### src/hdl/crt_pkg.sv
`timescale 1ns / 1ps
// ----------------------------------------------------------------------------
// crt_pkg: shared types and codes of the chunk reassembly tracker
// Action, status, command-kind and register codes, limit reset values, queue
// geometry, and the command word that travels from the classifier to the context engine.
// ----------------------------------------------------------------------------
package crt_pkg;

   // action codes on the request side
   localparam logic [1:0] ACT_CHUNK = 2'd0;
   localparam logic [1:0] ACT_CLEAR = 2'd1;
   localparam logic [1:0] ACT_FLUSH = 2'd2;

   // status codes on the response side
   localparam logic [2:0] ST_CLEARED  = 3'd0;
   localparam logic [2:0] ST_PARTIAL  = 3'd1;
   localparam logic [2:0] ST_COMPLETE = 3'd2;
   localparam logic [2:0] ST_BADHDR   = 3'd3;
   localparam logic [2:0] ST_ORDER    = 3'd4;
   localparam logic [2:0] ST_OVERFLOW = 3'd5;
   localparam logic [2:0] ST_MISMATCH = 3'd6;

   // register indexes
   localparam logic [1:0] REG_MAX_TOTAL = 2'd0;
   localparam logic [1:0] REG_MAX_COUNT = 2'd1;
   localparam logic [1:0] REG_MAX_BYTES = 2'd2;

   // limit reset values
   localparam logic [23:0] MAX_TOTAL_RST = 24'd1048576;
   localparam logic [15:0] MAX_COUNT_RST = 16'd256;
   localparam logic [14:0] MAX_BYTES_RST = 15'd8000;

   // command kinds after classification
   localparam logic [2:0] K_CHUNK = 3'd0;   // header passed every check
   localparam logic [2:0] K_BAD   = 3'd1;   // rejected header or unused action
   localparam logic [2:0] K_CLEAR = 3'd2;   // clear one sender
   localparam logic [2:0] K_FLUSH = 3'd3;   // clear all senders
   localparam logic [2:0] K_NOP   = 3'd4;   // clear of a sender that does not exist

   // command queue geometry
   localparam int QUEUE_DEPTH = 2;
   localparam int QPTR_W      = 1;
   localparam int QCNT_W      = 2;

   typedef struct packed {
      logic [2:0]  kind;
      logic [3:0]  sender;
      logic [23:0] total;
      logic [15:0] index;
      logic [15:0] count;
      logic [14:0] length;
   } crt_cmd_type;

endpackage

### src/hdl/crt_front.sv
`timescale 1ns / 1ps
// ----------------------------------------------------------------------------
// crt_front: request classifier
// Holds the limit registers, checks each header against them and turns the
// request word into a narrow command for the context engine.
// ----------------------------------------------------------------------------
module crt_front #(
   parameter int SENDERS = 16
) (
   input  logic               clock,
   input  logic               reset,
   input  logic               csr_we,
   input  logic [1:0]         csr_addr,
   input  logic [23:0]        csr_wdata,
   input  logic [1:0]         action,
   input  logic [3:0]         sender,
   input  logic [31:0]        declared_total,
   input  logic [31:0]        chunk_index,
   input  logic [31:0]        chunk_count,
   input  logic [31:0]        chunk_length,
   input  logic [14:0]        bytes_left,
   input  logic               header_bad,
   output crt_pkg::crt_cmd_type cmd
);
   import crt_pkg::*;

   logic [23:0] max_total_ff;
   logic [15:0] max_count_ff;
   logic [14:0] max_bytes_ff;
   logic        sender_ok;
   logic        total_ok;
   logic        count_ok;
   logic        index_ok;
   logic        length_ok;
   logic        header_ok;

   // limit registers
   always_ff @(posedge clock) begin
      if (reset) begin
         max_total_ff <= MAX_TOTAL_RST;
         max_count_ff <= MAX_COUNT_RST;
         max_bytes_ff <= MAX_BYTES_RST;
      end else if (csr_we) begin
         if (csr_addr == REG_MAX_TOTAL) max_total_ff <= csr_wdata;
         if (csr_addr == REG_MAX_COUNT) max_count_ff <= csr_wdata[15:0];
         if (csr_addr == REG_MAX_BYTES) max_bytes_ff <= csr_wdata[14:0];
      end
   end

   // header checks, all in parallel; signed fields must be non-negative
   assign sender_ok = (32'(sender) < SENDERS);
   assign total_ok  = !declared_total[31] && (declared_total != 32'd0) &&
                      (declared_total[31:24] == 8'd0) &&
                      (declared_total[23:0] <= max_total_ff);
   assign count_ok  = !chunk_count[31] && (chunk_count != 32'd0) &&
                      (chunk_count[31:16] == 16'd0) &&
                      (chunk_count[15:0] <= max_count_ff);
   assign index_ok  = !chunk_index[31] && (chunk_index < chunk_count);
   assign length_ok = !chunk_length[31] && (chunk_length[31:15] == 17'd0) &&
                      (chunk_length[14:0] <= max_bytes_ff) &&
                      (chunk_length[14:0] <= bytes_left);
   assign header_ok = sender_ok && !header_bad && total_ok && count_ok &&
                      index_ok && length_ok;

   // command build
   always_comb begin
      cmd.sender = sender;
      cmd.total  = declared_total[23:0];
      cmd.index  = chunk_index[15:0];
      cmd.count  = chunk_count[15:0];
      cmd.length = chunk_length[14:0];
      unique case (action)
         ACT_CHUNK: cmd.kind = header_ok ? K_CHUNK : K_BAD;
         ACT_CLEAR: cmd.kind = sender_ok ? K_CLEAR : K_NOP;
         ACT_FLUSH: cmd.kind = K_FLUSH;
         default:   cmd.kind = K_BAD;
      endcase
   end

endmodule

### src/hdl/crt_queue.sv
`timescale 1ns / 1ps
// ----------------------------------------------------------------------------
// crt_queue: command queue
// Short FIFO between classifier and context engine so each side can stall
// on its own.
// ----------------------------------------------------------------------------
module crt_queue (
   input  logic                 clock,
   input  logic                 reset,
   input  logic                 push_valid,
   output logic                 push_ready,
   input  crt_pkg::crt_cmd_type push_cmd,
   output logic                 pop_valid,
   input  logic                 pop_ready,
   output crt_pkg::crt_cmd_type pop_cmd
);
   import crt_pkg::*;

   crt_cmd_type       slot_ff [QUEUE_DEPTH];
   logic [QPTR_W-1:0] wr_ptr_ff;
   logic [QPTR_W-1:0] rd_ptr_ff;
   logic [QCNT_W-1:0] count_ff;
   logic [QCNT_W-1:0] count_in;
   logic              push;
   logic              pop;

   assign push_ready = (count_ff != QCNT_W'(QUEUE_DEPTH));
   assign pop_valid  = (count_ff != '0);
   assign pop_cmd    = slot_ff[rd_ptr_ff];
   assign push       = push_valid && push_ready;
   assign pop        = pop_valid && pop_ready;

   always_comb begin
      count_in = count_ff;
      if (push && !pop) count_in = count_ff + 1'b1;
      if (pop && !push) count_in = count_ff - 1'b1;
   end

   // pointers and fill count
   always_ff @(posedge clock) begin
      if (reset) begin
         wr_ptr_ff <= '0;
         rd_ptr_ff <= '0;
         count_ff  <= '0;
      end else begin
         if (push) wr_ptr_ff <= wr_ptr_ff + 1'b1;
         if (pop)  rd_ptr_ff <= rd_ptr_ff + 1'b1;
         count_ff <= count_in;
      end
   end

   // storage
   always_ff @(posedge clock) begin
      if (push) slot_ff[wr_ptr_ff] <= push_cmd;
   end

endmodule

### src/hdl/crt_back.sv
`timescale 1ns / 1ps
// ----------------------------------------------------------------------------
// crt_back: context engine
// Per-sender context table with one read-modify-write per command, and the
// response register.
// ----------------------------------------------------------------------------
module crt_back #(
   parameter int SENDERS = 16
) (
   input  logic                 clock,
   input  logic                 reset,
   input  logic                 cmd_valid,
   output logic                 cmd_ready,
   input  crt_pkg::crt_cmd_type cmd,
   output logic                 rsp_valid,
   input  logic                 rsp_ready,
   output logic [2:0]           rsp_status,
   output logic [23:0]          rsp_offset,
   output logic [23:0]          rsp_length
);
   import crt_pkg::*;

   // the sender field reaches at most sixteen contexts
   localparam int DEPTH = (SENDERS > 16) ? 16 : SENDERS;
   localparam int IDX_W = (DEPTH > 1) ? $clog2(DEPTH) : 1;

   logic [DEPTH-1:0] valid_ff;
   logic [DEPTH-1:0] valid_in;
   logic [23:0]      total_ff [DEPTH];
   logic [15:0]      next_ff  [DEPTH];
   logic [23:0]      recv_ff  [DEPTH];

   logic             rsp_valid_ff;
   logic [2:0]       status_ff;
   logic [23:0]      offset_ff;
   logic [23:0]      length_ff;
   logic [2:0]       status_in;
   logic [23:0]      offset_in;
   logic [23:0]      length_in;

   logic [IDX_W-1:0] idx;
   logic             take;
   logic             restart;
   logic [15:0]      next_cur;
   logic [23:0]      base;
   logic [24:0]      recv_sum;
   logic             last;
   logic             ctx_write;

   assign take      = cmd_valid && (!rsp_valid_ff || rsp_ready);
   assign cmd_ready = !rsp_valid_ff || rsp_ready;
   assign idx       = cmd.sender[IDX_W-1:0];

   // context lookup; a restart starts from an empty context
   assign restart  = (cmd.index == 16'd0) || !valid_ff[idx] ||
                     (total_ff[idx] != cmd.total);
   assign next_cur = restart ? 16'd0 : next_ff[idx];
   assign base     = restart ? 24'd0 : recv_ff[idx];
   assign recv_sum = {1'b0, base} + 25'(cmd.length);
   assign last     = ({1'b0, cmd.index} + 17'd1) >= {1'b0, cmd.count};

   // result and context update
   always_comb begin
      valid_in  = valid_ff;
      ctx_write = 1'b0;
      status_in = ST_CLEARED;
      offset_in = 24'd0;
      length_in = 24'd0;
      unique case (cmd.kind)
         K_CHUNK: begin
            if (next_cur != cmd.index) begin
               status_in     = ST_ORDER;
               valid_in[idx] = 1'b0;
            end else if (recv_sum > {1'b0, cmd.total}) begin
               status_in     = ST_OVERFLOW;
               valid_in[idx] = 1'b0;
            end else if (!last) begin
               status_in     = ST_PARTIAL;
               offset_in     = base;
               valid_in[idx] = 1'b1;
               ctx_write     = 1'b1;
            end else begin
               valid_in[idx] = 1'b0;
               if (recv_sum != {1'b0, cmd.total}) begin
                  status_in = ST_MISMATCH;
               end else begin
                  status_in = ST_COMPLETE;
                  offset_in = base;
                  length_in = cmd.total;
               end
            end
         end
         K_BAD:   status_in = ST_BADHDR;
         K_CLEAR: valid_in[idx] = 1'b0;
         K_FLUSH: valid_in = '0;
         K_NOP:   status_in = ST_CLEARED;
         default: status_in = ST_BADHDR;
      endcase
   end

   // valid bits and response handshake
   always_ff @(posedge clock) begin
      if (reset) begin
         valid_ff     <= '0;
         rsp_valid_ff <= 1'b0;
      end else begin
         if (take) valid_ff <= valid_in;
         if (take) begin
            rsp_valid_ff <= 1'b1;
         end else if (rsp_ready) begin
            rsp_valid_ff <= 1'b0;
         end
      end
   end

   // context payload and response word
   always_ff @(posedge clock) begin
      if (take && ctx_write) begin
         total_ff[idx] <= cmd.total;
         next_ff[idx]  <= cmd.index + 16'd1;
         recv_ff[idx]  <= recv_sum[23:0];
      end
      if (take) begin
         status_ff <= status_in;
         offset_ff <= offset_in;
         length_ff <= length_in;
      end
   end

   assign rsp_valid  = rsp_valid_ff;
   assign rsp_status = status_ff;
   assign rsp_offset = offset_ff;
   assign rsp_length = length_ff;

endmodule

### src/hdl/chunk_reassembly_tracker.sv
`timescale 1ns / 1ps
// ----------------------------------------------------------------------------
// chunk_reassembly_tracker: in-order chunk reassembly, one context per sender
//
//   channel  dir  handshake          payload
//   req_     in   tvalid/tready      tdata: sender, header fields; tuser: action, flag
//   rsp_     out  tvalid/tready      tdata: offset, length; tuser: status
//   csr_     in   we (no wait)       addr, wdata
//
// One word per cycle sustained while responses are taken. A request that is taken
// is classified on its way into a queue slot; the engine pops it from the queue and
// does the context read-modify-write into the response register, where the response
// word is held until taken. Reset clears all contexts and limits to their defaults;
// no clearing pass is needed. A stalled response holds the engine, the two-entry
// queue then fills and req_tready drops.
// ----------------------------------------------------------------------------
module chunk_reassembly_tracker #(
   parameter int SENDERS = 16
) (
   input  logic         clock,
   input  logic         reset,
   input  logic         req_tvalid,
   output logic         req_tready,
   input  logic [151:0] req_tdata,   // sender, declared_total, chunk_index,
                                     // chunk_count, chunk_length, bytes_left
   input  logic [2:0]   req_tuser,   // action, header_bad
   output logic         rsp_tvalid,
   input  logic         rsp_tready,
   output logic [47:0]  rsp_tdata,   // write_offset, model_length
   output logic [2:0]   rsp_tuser,   // status
   input  logic         csr_we,
   input  logic [1:0]   csr_addr,
   input  logic [23:0]  csr_wdata
);
   import crt_pkg::*;

   crt_cmd_type front_cmd;
   crt_cmd_type queue_cmd;
   logic        queue_valid;
   logic        back_ready;
   logic [23:0] rsp_offset;
   logic [23:0] rsp_length;

   crt_front #(.SENDERS(SENDERS)) u_front (
      .clock          (clock),
      .reset          (reset),
      .csr_we         (csr_we),
      .csr_addr       (csr_addr),
      .csr_wdata      (csr_wdata),
      .action         (req_tuser[1:0]),
      .sender         (req_tdata[3:0]),
      .declared_total (req_tdata[35:4]),
      .chunk_index    (req_tdata[67:36]),
      .chunk_count    (req_tdata[99:68]),
      .chunk_length   (req_tdata[131:100]),
      .bytes_left     (req_tdata[146:132]),
      .header_bad     (req_tuser[2]),
      .cmd            (front_cmd)
   );

   crt_queue u_queue (
      .clock      (clock),
      .reset      (reset),
      .push_valid (req_tvalid),
      .push_ready (req_tready),
      .push_cmd   (front_cmd),
      .pop_valid  (queue_valid),
      .pop_ready  (back_ready),
      .pop_cmd    (queue_cmd)
   );

   crt_back #(.SENDERS(SENDERS)) u_back (
      .clock      (clock),
      .reset      (reset),
      .cmd_valid  (queue_valid),
      .cmd_ready  (back_ready),
      .cmd        (queue_cmd),
      .rsp_valid  (rsp_tvalid),
      .rsp_ready  (rsp_tready),
      .rsp_status (rsp_tuser),
      .rsp_offset (rsp_offset),
      .rsp_length (rsp_length)
   );

   assign rsp_tdata = {rsp_length, rsp_offset};

endmodule

### config.mk
export PLATFORM = sky130hd
export DESIGN_NAME = chunk_reassembly_tracker
export DESIGN_NICKNAME = d
export VERILOG_FILES = /design/src/hdl/crt_pkg.sv /design/src/hdl/crt_front.sv /design/src/hdl/crt_queue.sv /design/src/hdl/crt_back.sv /design/src/hdl/chunk_reassembly_tracker.sv
export SDC_FILE = /design/constraint.sdc
export NUM_CORES = 2
export LEC_CHECK = 0
export ABC_CLOCK_PERIOD_IN_PS = 20200
export BUFFER_PORTS_ARGS = -buffer_cell sky130_fd_sc_hd__buf_2
export CAP_MARGIN = 40
export CORE_MARGIN = 5
export CORE_UTILIZATION = 42
export DETAILED_ROUTE_END_ITERATION = 6
export PLACE_DENSITY = 0.57
export SYNTH_ARGS = -nofsm -noshare
export SYNTH_HDL_FRONTEND = slang
export SYNTH_SLANG_ARGS = --single-unit
### constraint.sdc
create_clock -name clock -period 20.2 [get_ports clock]
set_clock_uncertainty 0.2 [all_clocks]
set_input_delay 2.02 -clock clock [delete_from_list [all_inputs] [get_ports clock]]
set_output_delay 2.02 -clock clock [all_outputs]
set_load 0.05 [all_outputs]
* After elaboration in Yosys (flattened, before gate mapping) *
Memories as Yosys holds them, arrays and structs flattened. A register that Yosys moved wholly into a read port is not among the register bits.
Index checks and enable logic that the tools add are counted.

storage, ports and cells
  bits in registers = 127
  bits in writable memories = 1,180
  input port bits = 186
  logic and storage cells = 132
  memories kept = 4

memory list
  name             words  bits a word  read ports  clocked after memory_dff  wr ports  RTL line         source
  u_back.recv_ff   16     24           1           0                         1         crt_back.sv:31   logic [23:0] recv_ff [DEPTH];
  u_back.total_ff  16     24           1           0                         1         crt_back.sv:29   logic [23:0] total_ff [DEPTH];
  u_back.next_ff   16     16           1           0                         1         crt_back.sv:30   logic [15:0] next_ff [DEPTH];
  u_queue.slot_ff  2      78           1           1                         1         crt_queue.sv:19  crt_cmd_type slot_ff [QUEUE_DEPTH];

operators by class
  add/sub/neg operators = 7
  $lt $le $gt $ge = 9
  eq/ne operators = 11
  mux-type cells = 33
  bitwise operators = 5
  reduce and logical (&&, ||, !) cells = 52

operators by type and width
  operator                                       number
  2-to-1 mux 24 bit                              3
  2-to-1 mux 16 bit                              4
  nonzero test 32 bit                            2
  one-hot mux 16 bit (3 select lines)            1
  zero test 16 bit                               2
  less-than comparator 32 bit                    1
  less-or-equal comparator 15 bit                2
  adder 24 x 15 -> 25 bit                        1
  greater-than comparator 25 x 24 -> 1 bit       1
  inequality test 25 x 24 -> 1 bit               1
  less-or-equal comparator 24 bit                1
  inequality test 24 bit                         1
  logical AND 1 bit                              20
  adder 16 x 1 -> 17 bit, second input constant  1
  greater-or-equal comparator 17 x 16 -> 1 bit   1
  zero test 17 bit                               1
  adder 16 x 1 -> 16 bit, second input constant  1
  AND 16 bit                                     1
  less-or-equal comparator 16 bit                1
  inequality test 16 bit                         1
  inverter 16 bit                                1
  bitwise OR 16 bit                              1
  2-to-1 mux 1 bit                               15
  2-to-1 mux 3 bit                               4
  other kinds (26)                               49

* Logic depth before layout (Yosys ltp) *
  depth after elaboration = 14
  mapped depth = 46

* By module *
From an unflattened synthesis, not the netlist that was laid out.

second synthesis, totals
  cell total of the unflattened synthesis = 3,201
  area total of the unflattened synthesis = 56,135.1 µm²

by module, submodules not included
  module     instances  cells an instance  area an instance (µm²)
  crt_back   1          2,236              44,995.7
  crt_queue  1          267                5,849.4
  crt_front  1          698                5,290.1

* Worst setup path before layout *
OpenSTA, ideal clock, no wires.

  kind = register -> register
  start = register (tool-made name)
  end = memory u_back.next_ff[11][0] (enable)
  arrival = 15.650 ns
  required time = 19.356 ns
  path slack = 3.706 ns
  stages on the path, launching flop included = 42
  period minus slack after synthesis = 16.494 ns
  cell sequence = dfxtp_1 buf_6 buf_6 buf_2 buf_2 buf_1 mux2i_1 ha_1 nand3_1 nor3_1 and3_1 or4_1 nor2_1 and4_1 nand2_2 or4_1 fa_1 inv_1 [... 6 more ...] a21oi_1 a211oi_1 or3_1 a21oi_1 ha_1 and4_1 nand2_1 nor3_1 nand2_1 or4_1 nand2_1 a21oi_1 or2_2 clkbuf_1 or3_1 buf_1 clkbuf_1 nor4_1

RTL lines
  item           RTL line
  end, declared  crt_back.sv:30

==> results by group <==
Worst hold path
  • Hold Path Stages: 2
  • Worst Min Path Start: u_front.max_total_ff[22]
  • Min-Delay Endpoint: u_front.max_total_ff[22]
  • Worst hold path class: reg -> reg

Synthesis
  • Syn Nets: 4710
  • Top post-synthesis cells by area: edfxtp_1 (64%), nand2_1 (4.4%), ha_1 (3.5%)
  • Sequential fraction of the synthesis area: between 60% and 70%
  • Mapped Cells: 4362
  • Prevailing post-synth register cell: edfxtp_1
  • Mean post-synth cell area: 13.2 um^2
  • Yosys top cell area share: 64.0%
  • Yosys warning count: 0
  • Yosys reg bits: 1306
  • Post-synth EDFFs: 1229
  • Cell taking the most area after synthesis: edfxtp_1
  • Asr flop ratio synth: 0%
  • Synth unique cells: 82
  • Synthesized area: just under 60000 um^2

Setup path
  • WP data arrival: about 15 ns
  • CP max stage cell: a2111oi_1
  • Worst path top cell family by delay: simple AND/OR/NAND/NOR gates
  • CP Class: reg -> reg
  • Critical path capture point type: flop
  • Worst path buffer plus inverter count: 11
  • Flop2flop setup slack: 5.45 ns
  • Critical Path RT: roughly 20 ns
  • Setup crit start kind: flop
  • FF-to-FF Start: u_queue.slot_ff[0][72]
  • Reg2reg path depth: 43
  • CP most frequent cell: buf_4
  • Crit-path max FO: 57
  • R2r endpoint: u_back.next_ff[13][11]
  • CP max stage delay: 0.89 ns

Timing
  • Min Tclk post-route: 14.75 ns
  • RSZ-0062 raised after global routing: false
  • Final period utilization: 73.0%
  • Worst slew margin: 34.5%
  • Worst slew pin tran: 0.973 ns
  • Max Freq: 0.0678 GHz
  • Final-report max-slew violation count: 0
  • Fin. Hold Viols: 0
  • Final hold slack: 0.255 ns
  • Setup TNS: 0 ns
  • Final setup vio count: 0

Routing
  • Routed Wire Length: 173000 um
  • Vias per std cell: 5.81
  • Drt pass-1 iters: 5
  • Remaining DRCs: 0
  • Initial DRC count: 3615
  • Via count: 37900
  • Remaining antenna violation count: 0
  • Routed length per placed instance: 26.5 um

Global route
  • M3 GR Usage: 4.71%
  • Global-route wire length before repair: 251000 um
  • Vias in the first global route: 37000
  • Global-route total usage across every layer: 23.3%
  • Met1 track demand over resource: 31.6%
  • Pin count of the biggest net entering global routing: 151
  • Total gr overflow: 0
  • Antenna violations before repair: 3
  • Global route hottest layer: met2
  • M2 GR Usage: a little under two fifths

Clocking
  • Hold Buf Count CTS: 0
  • Resize count post-CTS: 0
  • Max Root-Sink Buffers: 3
  • Post-CTS setup buffer count: 0
  • Clk_lat worst skew: 0.77 ns
  • Clock Sinks: 1306
  • CTS tree: built
  • Clock slew at reported path FFs: 0.06 ns
  • CTS buffer count: 136
  • H-tree Lvls: 4
  • CTS Root Buffer Type: clkbuf_16

Power
  • Leak: 23.3 nW
  • Worst vdd ir: 0.0794 mV
  • Cell Pwr Density: 126 nW/um^2

Layout
  • Layout cell share with drive strength beyond 1: 15.5%
  • Layout area overhead: 14.0%
  • Final #Nets: 4982
  • Finished Core Util: just under 50%
  • FILL cells: roughly 12000
  • Non-Filler Instances: approximately 6500
  • Antenna Cells: 0

Die
  • Chip width: 381 um
  • Std cell rows: 136
  • Effective utilization at floorplan: ~42%
  • Top Ports: 239
  • Area of the core: 137000 um^2
  • Die area: between 100000 and 150000 um^2
  • Chip height: 381 um

Run
  • Max-cap violations: 0

Placed design
  • Placed insts: about 6300
  • GP Congestion: 0.888
  • Dpl hpwl: 104000 um
  • Port buffer count: 233

Status
  • Outcome: completed
-- per-layer routing --
layer | vias up | part of all wire [%]
li1 | 17000 | -
met1 | 19000 | 41
met2 | 1617 | 48
met3 | 297 | 8.2
met4 | 0 | 3.0
met5 | - | 0
-- cell usage after synthesis, types with 39 or more instances --
library cell     n
edfxtp_1      1229
nand2_1        669
a21o_1         218
nor2_1         216
a21oi_1        203
nand3_1        200
ha_1           161
inv_1          141
clkbuf_1       123
mux2i_1        115
nor4_1          82
buf_2           77
dfxtp_1         77
a22oi_1         67
a41oi_1         56
xnor2_1         56
nor3_1          52
o21ai_0         48
mux4_2          43
a31oi_1         39
and3_1          39
-- layout make-up --
class | count | area [um^2] | share of cell area [%]
flip-flops and latches | 1306 | 38500 | 58.5
clock buffers | 169 | 3600 | 5.47
repair buffers | 396 | 2680 | 4.07
inverters | 142 | 533 | 0.810
clock inverters | 65 | 604 | 0.919
multi-input cells | 2652 | 17700 | 26.9
well taps | 1794 | 2240 | 3.41
-- per-stage QoR --
step | total power [mW] | setup slack (ns) | area, um^2
2_1_floorplan | 4.94 | 3.71 | 57700
3_3_place_gp | 5.81 | 4.92 | 61000
3_5_place_dp | 5.88 | 5.68 | 61600
4_1_cts | 8.29 | 5.63 | 65800
5_1_grt | 8.60 | 4.85 | 65800
6_report | 8.26 | 5.45 | 65800
-- where the power goes --
group          total [mW]  internal [mW]  switching (mW)
clock                2.43           1.39            1.04
sequential           3.32           3.28          0.0424
combinational        2.52          0.735            1.78
-- cells by family after synthesis --
kind of cell               after synthesis  synth area share [%]
buffers and inverters                  404                  3.08
adders and majority gates              162                  3.53
DFF                                   1306                  66.7
xor gates and xnor gates                71                  1.08
and+or+nand+nor                       1446                  11.8
AOI/OAI and AO/OA                      793                  9.69
muxes                                  180                  4.12
-- worst max path at each step --
| stage | startpoint | end | slack [ns] | cells after the start |
|---|---|---|---|---|
| final | u_queue.slot_ff[0][72] | u_back.next_ff[13][11] | 5.45 | 43 |
| after global routing | u_queue.slot_ff[0][72] | u_back.next_ff[13][15] | 4.85 | 43 |
| after CTS | u_queue.slot_ff[0][72] | u_back.next_ff[13][15] | 5.63 | 43 |
| after detailed placement | u_queue.slot_ff[0][72] | u_back.next_ff[13][11] | 5.68 | 43 |
| after global placement | u_queue.slot_ff[0][72] | u_back.next_ff[13][1] | 4.92 | 41 |
| after floorplan | flop | u_back.next_ff[11][0] | 3.71 | 41 |
-- worst reg2reg max path: cells and delay by family, from the launching register on --
family / cells / cell delay [ns]
adders and majority gates: 3 / 0.92
AOI/OAI and AO/OA: 12 / 3.25
DFF: 1 / 0.32
buffers and inverters: 11 / 3.76
xor gates and xnor gates: 1 / 0.33
and+or+nand+nor: 16 / 5.63
-- cell usage in the layout (no fill, tap or decap), drive strengths merged, types with 16 or more instances in the layout --
cell    Yosys  final
a31oi      39     39
clkinv      1     46
o21a       24     24
buf       139    394
nor4b      18     18
xnor2      56     56
nor2b      22     22
edfxtp   1229   1229
a41oi      56     56
mux2       22     22
a22oi      67     67
mux2i     115    115
inv       141    149
ha        161    161
nand4      31     31
and3       39     39
nand3     201    201
nor2      216    216
o41ai      18     18
mux4       43     43
nor4       88     88
or3        16     16
a32oi      19     19
o22ai      32     32
nand2b     18     18
o21ai      48     48
dfxtp      77     77
nor3       53     53
nand2     670    670
clkbuf    123    169
a21oi     203    203
a21o      218    218
-- flip-flops by register name, indices dropped and copies added, names as in the netlist, named ones only --
name,count
u_queue.wr_ptr_ff,1
u_back.recv_ff,384
u_queue.count_ff,2
u_back.rsp_length,24
u_back.total_ff,384
u_queue.rd_ptr_ff,1
u_back.next_ff,256
u_queue.slot_ff,154
u_back.rsp_valid,1
u_back.rsp_status,3
u_front.max_count_ff,16
u_front.max_bytes_ff,15
u_back.rsp_offset,24
u_front.max_total_ff,24
No activity file was read; power rests on OpenSTA's default activity.
